### src/bfa_pkg.sv
// Shared types and codes for the best-fit partition allocator.
`default_nettype none

package bfa_pkg;

  // Fixed field widths of the stream items.
  localparam int ACTION_W = 2;
  localparam int FIELD_SIZE_W = 16;
  localparam int OWNER_W = 8;
  localparam int BLOCK_W = 4;
  localparam int CODE_W = 2;

  // Input action codes.
  localparam logic [ACTION_W-1:0] ACT_CLEAR = 2'd0;
  localparam logic [ACTION_W-1:0] ACT_LOAD  = 2'd1;
  localparam logic [ACTION_W-1:0] ACT_ALLOC = 2'd2;
  localparam logic [ACTION_W-1:0] ACT_READ  = 2'd3;

  // Result codes.
  localparam logic [CODE_W-1:0] RES_OK    = 2'd0;
  localparam logic [CODE_W-1:0] RES_NOFIT = 2'd1;
  localparam logic [CODE_W-1:0] RES_BAD   = 2'd2;

  // Broadcast command from the controller to every cell.
  typedef struct packed {
    logic               clear;    // mark every partition free
    logic               load;     // write a new partition at wr_idx
    logic               grant;    // allocate the partition at wr_idx
    logic               rd_mode;  // the search token looks up rd_idx
    logic [OWNER_W-1:0] owner;    // owner written on a grant
  } cmd_t;

  // Search token that walks along the chain, one cell per cycle.
  typedef struct packed {
    logic               vld;
    logic               found;
    logic               is_free;
    logic [OWNER_W-1:0] owner;
  } tok_t;

endpackage

`default_nettype wire

### src/bfa_cell.sv
// One partition entry of the allocator chain with its search stage.
`default_nettype none

module bfa_cell #(
  parameter int SIZE_BITS = 16,
  parameter int IDX_W     = 4,
  parameter int COUNT_W   = 5,
  parameter int CELL_IDX  = 0
) (
  input  wire logic                 clk,
  input  wire logic                 rst_n,
  input  wire bfa_pkg::cmd_t        cmd,
  input  wire logic [COUNT_W-1:0]   count,
  input  wire logic [IDX_W-1:0]     wr_idx,
  input  wire logic [SIZE_BITS-1:0] wr_size,
  input  wire logic [SIZE_BITS-1:0] req_size,
  input  wire logic [IDX_W-1:0]     rd_idx,
  input  wire bfa_pkg::tok_t        tok_i,
  input  wire logic [IDX_W-1:0]     id_i,
  input  wire logic [SIZE_BITS-1:0] size_i,
  output bfa_pkg::tok_t             tok_o,
  output logic [IDX_W-1:0]          id_o,
  output logic [SIZE_BITS-1:0]      size_o
);
  import bfa_pkg::*;

  localparam logic [IDX_W-1:0]   MY_IDX = IDX_W'(CELL_IDX);
  localparam logic [COUNT_W-1:0] MY_CNT = COUNT_W'(CELL_IDX);

  logic                 free_r;
  logic [SIZE_BITS-1:0] size_r;
  logic [OWNER_W-1:0]   owner_r;

  tok_t                 tok_r, tok_nxt;
  logic [IDX_W-1:0]     id_r, id_nxt;
  logic [SIZE_BITS-1:0] tsize_r, tsize_nxt;

  logic loaded;
  logic fits;

  assign loaded = MY_CNT < count;
  assign fits   = free_r && (size_r >= req_size) && (!tok_i.found || (size_r < size_i));

  // Partition state: free mark is control, size and owner are payload.
  always_ff @(posedge clk) begin
    if (!rst_n) begin
      free_r <= 1'b1;
    end else if (cmd.clear) begin
      free_r <= 1'b1;
    end else if (cmd.load && (wr_idx == MY_IDX)) begin
      free_r <= 1'b1;
    end else if (cmd.grant && (wr_idx == MY_IDX)) begin
      free_r <= 1'b0;
    end
  end

  always_ff @(posedge clk) begin
    if (cmd.load && (wr_idx == MY_IDX)) begin
      size_r  <= wr_size;
      owner_r <= '0;
    end else if (cmd.grant && (wr_idx == MY_IDX)) begin
      size_r  <= wr_size;
      owner_r <= cmd.owner;
    end
  end

  // Search step: take over the token if this entry is the better answer, or, in read mode, the entry looked up.
  always_comb begin
    tok_nxt   = tok_i;
    id_nxt    = id_i;
    tsize_nxt = size_i;
    if (tok_i.vld && loaded) begin
      if (cmd.rd_mode) begin
        if (rd_idx == MY_IDX) begin
          tok_nxt.found   = 1'b1;
          tok_nxt.is_free = free_r;
          tok_nxt.owner   = owner_r;
          id_nxt          = MY_IDX;
          tsize_nxt       = size_r;
        end
      end else if (fits) begin
        tok_nxt.found = 1'b1;
        id_nxt        = MY_IDX;
        tsize_nxt     = size_r;
      end
    end
  end

  always_ff @(posedge clk) begin
    if (!rst_n) begin
      tok_r <= '0;
    end else begin
      tok_r <= tok_nxt;
    end
  end

  always_ff @(posedge clk) begin
    id_r    <= id_nxt;
    tsize_r <= tsize_nxt;
  end

  assign tok_o  = tok_r;
  assign id_o   = id_r;
  assign size_o = tsize_r;

endmodule

`default_nettype wire

### src/best_fit_block_allocator.sv
// Top level of the best-fit partition allocator: controller and cell chain.
`default_nettype none

// Best-fit allocator over a table of up to MAX_PARTS partitions, one per cell
// of a chain. Clear and load items are answered by the controller without a
// search. Allocate and read items send a search token down the chain, one cell
// per cycle, and the result item is offered once the token leaves the last cell.
// One item is in work at a time, and a new item is taken as soon as the previous
// result leaves. Sizes are stored with SIZE_BITS bits; ties in the search go to the
// lowest id.
module best_fit_block_allocator #(
  parameter int MAX_PARTS = 16,
  parameter int SIZE_BITS = 16
) (
  input  wire logic        clk,
  input  wire logic        rst_n,
  input  wire logic        in_tvalid,
  output logic             in_tready,
  // action[1:0], size_value[17:2], request_id[25:18], block_index[29:26]
  input  wire logic [31:0] in_tdata,
  output logic             out_tvalid,
  input  wire logic        out_tready,
  // result_code[1:0], block_id[5:2], remaining_size[21:6], is_free[22],
  // owner_id[30:23]
  output logic [31:0]      out_tdata
);
  import bfa_pkg::*;

  localparam int IDX_W   = (MAX_PARTS > 1) ? $clog2(MAX_PARTS) : 1;
  localparam int COUNT_W = $clog2(MAX_PARTS + 1);
  localparam int CMP_W   = (COUNT_W > BLOCK_W) ? COUNT_W : BLOCK_W;

  typedef enum logic {
    S_IDLE,
    S_SCAN
  } state_t;

  state_t                 state_r;
  logic [COUNT_W-1:0]     count_r;
  cmd_t                   cmd_r;
  logic                   launch_r;
  logic [IDX_W-1:0]       wr_idx_r;
  logic [SIZE_BITS-1:0]   wr_size_r;
  logic [SIZE_BITS-1:0]   req_r;
  logic [IDX_W-1:0]       rd_idx_r;

  logic                   out_tvalid_r;
  logic [CODE_W-1:0]      out_code_r;
  logic [BLOCK_W-1:0]     out_id_r;
  logic [FIELD_SIZE_W-1:0] out_rem_r;
  logic                   out_free_r;
  logic [OWNER_W-1:0]     out_owner_r;

  // Input fields.
  logic [ACTION_W-1:0]     in_action;
  logic [FIELD_SIZE_W-1:0] in_size;
  logic [OWNER_W-1:0]      in_req;
  logic [BLOCK_W-1:0]      in_idx;
  logic                    in_fire;
  logic [SIZE_BITS-1:0]    in_size_t;
  logic [SIZE_BITS-1:0]    grant_size;

  assign in_action = in_tdata[1:0];
  assign in_size   = in_tdata[17:2];
  assign in_req    = in_tdata[25:18];
  assign in_idx    = in_tdata[29:26];
  assign in_size_t = SIZE_BITS'(in_size);

  assign in_tready = (state_r == S_IDLE) && (!out_tvalid_r || out_tready);
  assign in_fire   = in_tvalid && in_tready;

  // Chain of cells; position 0 is fed by the controller.
  tok_t                 tok_c  [MAX_PARTS+1];
  logic [IDX_W-1:0]     id_c   [MAX_PARTS+1];
  logic [SIZE_BITS-1:0] size_c [MAX_PARTS+1];

  assign tok_c[0]  = '{vld: launch_r, found: 1'b0, is_free: 1'b0, owner: '0};
  assign id_c[0]   = '0;
  assign size_c[0] = '0;

  for (genvar g = 0; g < MAX_PARTS; g++) begin : g_cell
    bfa_cell #(
      .SIZE_BITS (SIZE_BITS),
      .IDX_W     (IDX_W),
      .COUNT_W   (COUNT_W),
      .CELL_IDX  (g)
    ) u_cell (
      .clk      (clk),
      .rst_n    (rst_n),
      .cmd      (cmd_r),
      .count    (count_r),
      .wr_idx   (wr_idx_r),
      .wr_size  (wr_size_r),
      .req_size (req_r),
      .rd_idx   (rd_idx_r),
      .tok_i    (tok_c[g]),
      .id_i     (id_c[g]),
      .size_i   (size_c[g]),
      .tok_o    (tok_c[g+1]),
      .id_o     (id_c[g+1]),
      .size_o   (size_c[g+1])
    );
  end

  assign grant_size = size_c[MAX_PARTS] - req_r;

  // Controller: decodes items, launches searches and loads the result register.
  always_ff @(posedge clk) begin
    if (!rst_n) begin
      state_r      <= S_IDLE;
      count_r      <= '0;
      cmd_r        <= '0;
      launch_r     <= 1'b0;
      out_tvalid_r <= 1'b0;
    end else begin
      cmd_r.clear <= 1'b0;
      cmd_r.load  <= 1'b0;
      cmd_r.grant <= 1'b0;
      launch_r    <= 1'b0;
      if (out_tvalid_r && out_tready) begin
        out_tvalid_r <= 1'b0;
      end
      unique case (state_r)
        S_IDLE: begin
          if (in_fire) begin
            out_code_r  <= RES_OK;
            out_id_r    <= '0;
            out_rem_r   <= '0;
            out_free_r  <= 1'b0;
            out_owner_r <= '0;
            unique case (in_action)
              ACT_CLEAR: begin
                count_r      <= '0;
                cmd_r.clear  <= 1'b1;
                out_tvalid_r <= 1'b1;
              end
              ACT_LOAD: begin
                out_tvalid_r <= 1'b1;
                if (count_r == COUNT_W'(MAX_PARTS)) begin
                  out_code_r <= RES_BAD;
                end else begin
                  cmd_r.load <= 1'b1;
                  wr_idx_r   <= IDX_W'(count_r);
                  wr_size_r  <= in_size_t;
                  count_r    <= count_r + COUNT_W'(1);
                  out_id_r   <= BLOCK_W'(count_r);
                  out_rem_r  <= FIELD_SIZE_W'(in_size_t);
                end
              end
              ACT_ALLOC: begin
                req_r         <= in_size_t;
                cmd_r.owner   <= in_req;
                cmd_r.rd_mode <= 1'b0;
                launch_r      <= 1'b1;
                state_r       <= S_SCAN;
              end
              ACT_READ: begin
                if (CMP_W'(in_idx) >= CMP_W'(count_r)) begin
                  out_code_r   <= RES_BAD;
                  out_tvalid_r <= 1'b1;
                end else begin
                  rd_idx_r      <= IDX_W'(in_idx);
                  cmd_r.rd_mode <= 1'b1;
                  launch_r      <= 1'b1;
                  state_r       <= S_SCAN;
                end
              end
              default: begin
                out_tvalid_r <= 1'b1;
              end
            endcase
          end
        end
        S_SCAN: begin
          // The token leaves the last cell with the answer.
          if (tok_c[MAX_PARTS].vld) begin
            out_tvalid_r <= 1'b1;
            state_r      <= S_IDLE;
            if (cmd_r.rd_mode) begin
              out_id_r    <= BLOCK_W'(id_c[MAX_PARTS]);
              out_rem_r   <= FIELD_SIZE_W'(size_c[MAX_PARTS]);
              out_free_r  <= tok_c[MAX_PARTS].is_free;
              out_owner_r <= tok_c[MAX_PARTS].owner;
            end else if (!tok_c[MAX_PARTS].found) begin
              out_code_r <= RES_NOFIT;
            end else begin
              cmd_r.grant <= 1'b1;
              wr_idx_r    <= id_c[MAX_PARTS];
              wr_size_r   <= grant_size;
              out_id_r    <= BLOCK_W'(id_c[MAX_PARTS]);
              out_rem_r   <= FIELD_SIZE_W'(grant_size);
            end
          end
        end
        default: begin
          state_r <= S_IDLE;
        end
      endcase
    end
  end

  assign out_tvalid = out_tvalid_r;
  assign out_tdata  = {1'b0, out_owner_r, out_free_r, out_rem_r, out_id_r, out_code_r};

endmodule

`default_nettype wire

### config.mk
export PLATFORM = sky130hd
export DESIGN_NAME = best_fit_block_allocator
export DESIGN_NICKNAME = d
export VERILOG_FILES = /design/src/bfa_pkg.sv /design/src/bfa_cell.sv /design/src/best_fit_block_allocator.sv
export SDC_FILE = /design/constraint.sdc
export NUM_CORES = 2
export LEC_CHECK = 0
export BUFFER_PORTS_ARGS = -buffer_cell sky130_fd_sc_hd__clkbuf_2
export CAP_MARGIN = 20
export CORE_MARGIN = 5
export CORE_UTILIZATION = 54
export DETAILED_ROUTE_END_ITERATION = 16
export GPL_ROUTABILITY_DRIVEN = 1
export PLACE_DENSITY = 0.71
export SETUP_SLACK_MARGIN = 0.15
export SYNTH_ARGS = -nofsm -noshare
export SYNTH_HDL_FRONTEND = slang
export SYNTH_SLANG_ARGS = --single-unit
### constraint.sdc
create_clock -name clk -period 6.1 [get_ports clk]
set_input_delay 0.305 -clock clk [delete_from_list [all_inputs] [get_ports clk]]
set_output_delay 0.305 -clock clk [all_outputs]
set_load 0.05 [all_outputs]
==> flow_summary.yaml <==
run_status:
  outcome: "finished clean"
synthesis:
  ys_ff_latch: 972
  ys_warn_count: 0
  synth_area_um2: 45100
  syn_nets: 4674
  synth-main-ff-cell: "dfxtp_1"
  yosysUniqueCellTypes: 93
  synth_seq_area_share: 0.504
  synthArstFlopShare: 0
  postSynthAreaPerCell_um2: 10.9
  synth-edff-count: 327
  synthCells: 4135
cts:
  post_cts_resized: 0
  clk_pin_slew_ns: 0.06
  htree_levels: 3
  cts_buffers: 99
  clk_path_buf_depth: 3
  post-cts-setup-buffer-count: 0
  cts-root-buf: "clkbuf_16"
  clock_sinks: 972
  cts_tree: "built"
  clkLatencyLatePin_ns: 0.68
sta:
  finalCritPeriodShare: 0.670
  rsz0062_at_grt: "no"
  finalSetupViolCount: 0
  final.setup.tns_ns: 0
  fin_skew_ns: 0.0298
  timing.final.hold_violations: 0
  fin_crit_ns: 4.09
  slew_viol_final: 0
  slew-limit-headroom: 0.237
  worst_pin_slew_ns: 1.14
  timing.fmax_mhz: 245
die:
  coreArea_um2: 83200
  io_pins: 70
  row_count: 106
  dieArea_um2: 89400
  dieHeight_um: 299
  initial_core_util: 0.542
  die_w_um: 299
finish:
  final_area_um2: 50800
  nets: 4802
  syn2layout_area_growth_pct: 12.6
  drive_above_1_share: 0.126
  fill_cells: 6536
global_route:
  antenna_found_initial: 4
  grtUsageTotal: 0.252
  grt_pass1_vias: 31200
  grt_max_degree: 80
  grt_pass1_wl_mm: 178
  grt-ovfl-total: 0
routing:
  drc_errors: 0
  first_iter_violations: 2345
  routed_wl_mm: 115
  via_count: 31400
  dr.pass1.iters: 5
  antenna_left: 0
  wl_per_cell_um: 21.1
  viasPerCell: 5.78
power:
  swShare: 0.211
  p_switching_mw: 2.89
  seq_power_share: 0.490
  pwr-share-clk: 0.486
  internal_power_mw: 10.8
  p_leak_nw: 20.7
  combPwrFrac: 0.024
  ir_drop_mv: 0.270
  power-per-cell-area_nw_per_um2: 271
setup_path:
  path_cells: "inv_1, ha_1, a21oi_1, o21ai_0, a2111oi_0, o21ai_0, a211o_1, o21ai_2, mux2_2"
  cpMaxStageDelayCell: "inv_1"
  max_stage_delay_ns: 0.64
  reg2reg_depth: 9
  arrival_ns: 4.64
  worstPathRequired_ns: 6.65
  path_common_cell: "o21ai_0"
  start_kind: "flop"
  worst-path-max-fanout: 19
  crit_type: "flop to flop"
  cp-end-kind: "flop"
placement:
  gp_congestion: 0.888
  portBuffers: 66
  place_hpwl_mm: 82.5
  place_area_um2: 46700
worst_hold_path:
  hp-class: "input pin to flop"
  hold_depth: 3
run:
  drv_cap: 0
-- what timing repair did --
item                                   CTS  global route
setup endpoints to repair                0             0
hold buffers                            31             0
endpoints found under the hold margin   39             0
-- path summary, 6_finish.rpt --
kind / startpoint / endpoint / slack (ns)
worst max register to register: req_r[11] / g_cell[7].u_cell.size_o[6] / 2.01
worst min-delay path: out_tready / out_tvalid / 0.15
worst max-delay path: req_r[11] / g_cell[7].u_cell.size_o[6] / 2.01
worst min register to register: g_cell[10].u_cell.id_o[0] / g_cell[11].u_cell.id_o[0] / 0.41
-- cells by family after synthesis --
group / after synthesis / share of synthesized area
other cells: 1 / 0.0000832
simple gates: 1080 / 0.116
xor+xnor: 16 / 0.00341
mux: 368 / 0.0880
buf+inv: 434 / 0.0383
flops: 972 / 0.504
compound gates: 761 / 0.110
fa+ha+maj: 503 / 0.140
-- flip-flops by register name, indices dropped and copies added (netlist names), 5 cells and up --
name                   flops
count_r                    5
g_cell.u_cell.id_o        49
g_cell.u_cell.tok_o      176
req_r                     16
g_cell.u_cell.size_o     256
cmd_r                     12
g_cell.u_cell.owner_r    128
out_owner_r                8
g_cell.u_cell.free_r      16
wr_size_r                 16
out_rem_r                 16
g_cell.u_cell.size_r     256
-- Yosys cell counts, types with 42 or more instances --
library cell,number,area (um^2)
a21boi_0,54,405
a21o_1,80,601
a21oi_1,276,1380
and2_1,42,263
clkbuf_1,83,312
dfxtp_1,645,12900
edfxtp_1,327,9820
ha_1,502,6280
inv_1,302,1130
mux2_2,202,2270
mux2i_1,140,1400
nand2_1,425,1600
nand2b_1,44,275
nand3_1,85,425
nand4_1,43,269
nor2_1,155,582
nor2b_1,145,907
o21ai_0,115,576
-- cell usage in the layout (no fill, tap or decap), types with 18 or more instances in the layout --
master / count
bufinv_16: 18
dfxtp_1: 644
nor2b_1: 145
a21boi_0: 53
a21o_1: 80
inv_1: 302
clkbuf_2: 65
mux2i_1: 140
nor2_1: 155
a211o_1: 30
a32oi_1: 18
a21oi_1: 269
mux2_1: 26
a211oi_1: 27
clkinv_2: 18
mux2_2: 202
and3_1: 38
nand3_1: 85
nand2_1: 425
ha_1: 502
clkbuf_16: 103
buf_4: 55
nor3_1: 33
o21a_1: 18
nand2b_1: 44
nand4_1: 43
dlygate4sd3_1: 31
o21ai_0: 110
and2_1: 42
edfxtp_1: 327
-- through the flow --
step / hold WS [ns] / instances / util / power, mW / setup slack, ns
final: 0.148 / 5429 / 0.611 / 13.7 / 2.01
after global routing: 0.169 / 5428 / 0.610 / 14.1 / 1.86
after CTS: 0.119 / 5423 / 0.610 / 13.8 / 1.88
after detailed placement: 0.395 / 5206 / 0.562 / 7.18 / 1.96
after global placement: 0.392 / 5202 / 0.561 / 7.17 / 1.97
after floorplan: 0.386 / 4135 / - / 7.06 / 3.06
-- final cells by class --
type                       count  area [um^2]  area share
clock inverter                53          852      0.0168
antenna                        1         2.50   0.0000493
tap                         1080         1350      0.0266
timing repair buffer         159         1190      0.0235
clock buffer                 133         2820      0.0555
sequential                   972        22700       0.448
inverter                     302         1130      0.0223
multi-input combinational   2729        20700       0.407
-- power by group through the flow --
stage               Combinational [mW]  Clock [mW]  Sequential [mW]
floorplan                        0.171           0             6.89
global placement                 0.299           0             6.88
detailed placement               0.308           0             6.88
CTS                              0.325        6.76             6.73
global route                     0.353        7.06             6.73
finish                           0.328        6.68             6.73
-- critical path, delay by kind of cell (launching register included) --
| family | cells | cell delay (ns) |
|---|---|---|
| buffers and inverters | 1 | 0.64 |
| multiplexers | 1 | 0.42 |
| adder cells (fa/ha/maj) | 1 | 0.39 |
| AO/OA/AOI/OAI | 6 | 2.09 |
| flip-flops | 1 | 0.38 |
-- layer usage --
layer | track usage | part of all wire
met1 | 0.358 | 0.45
met2 | 0.402 | 0.45
met3 | 0.0328 | 0.069
met4 | 0.0813 | 0.030
met5 | 0 | 0
No activity file was read; power rests on OpenSTA's default activity.
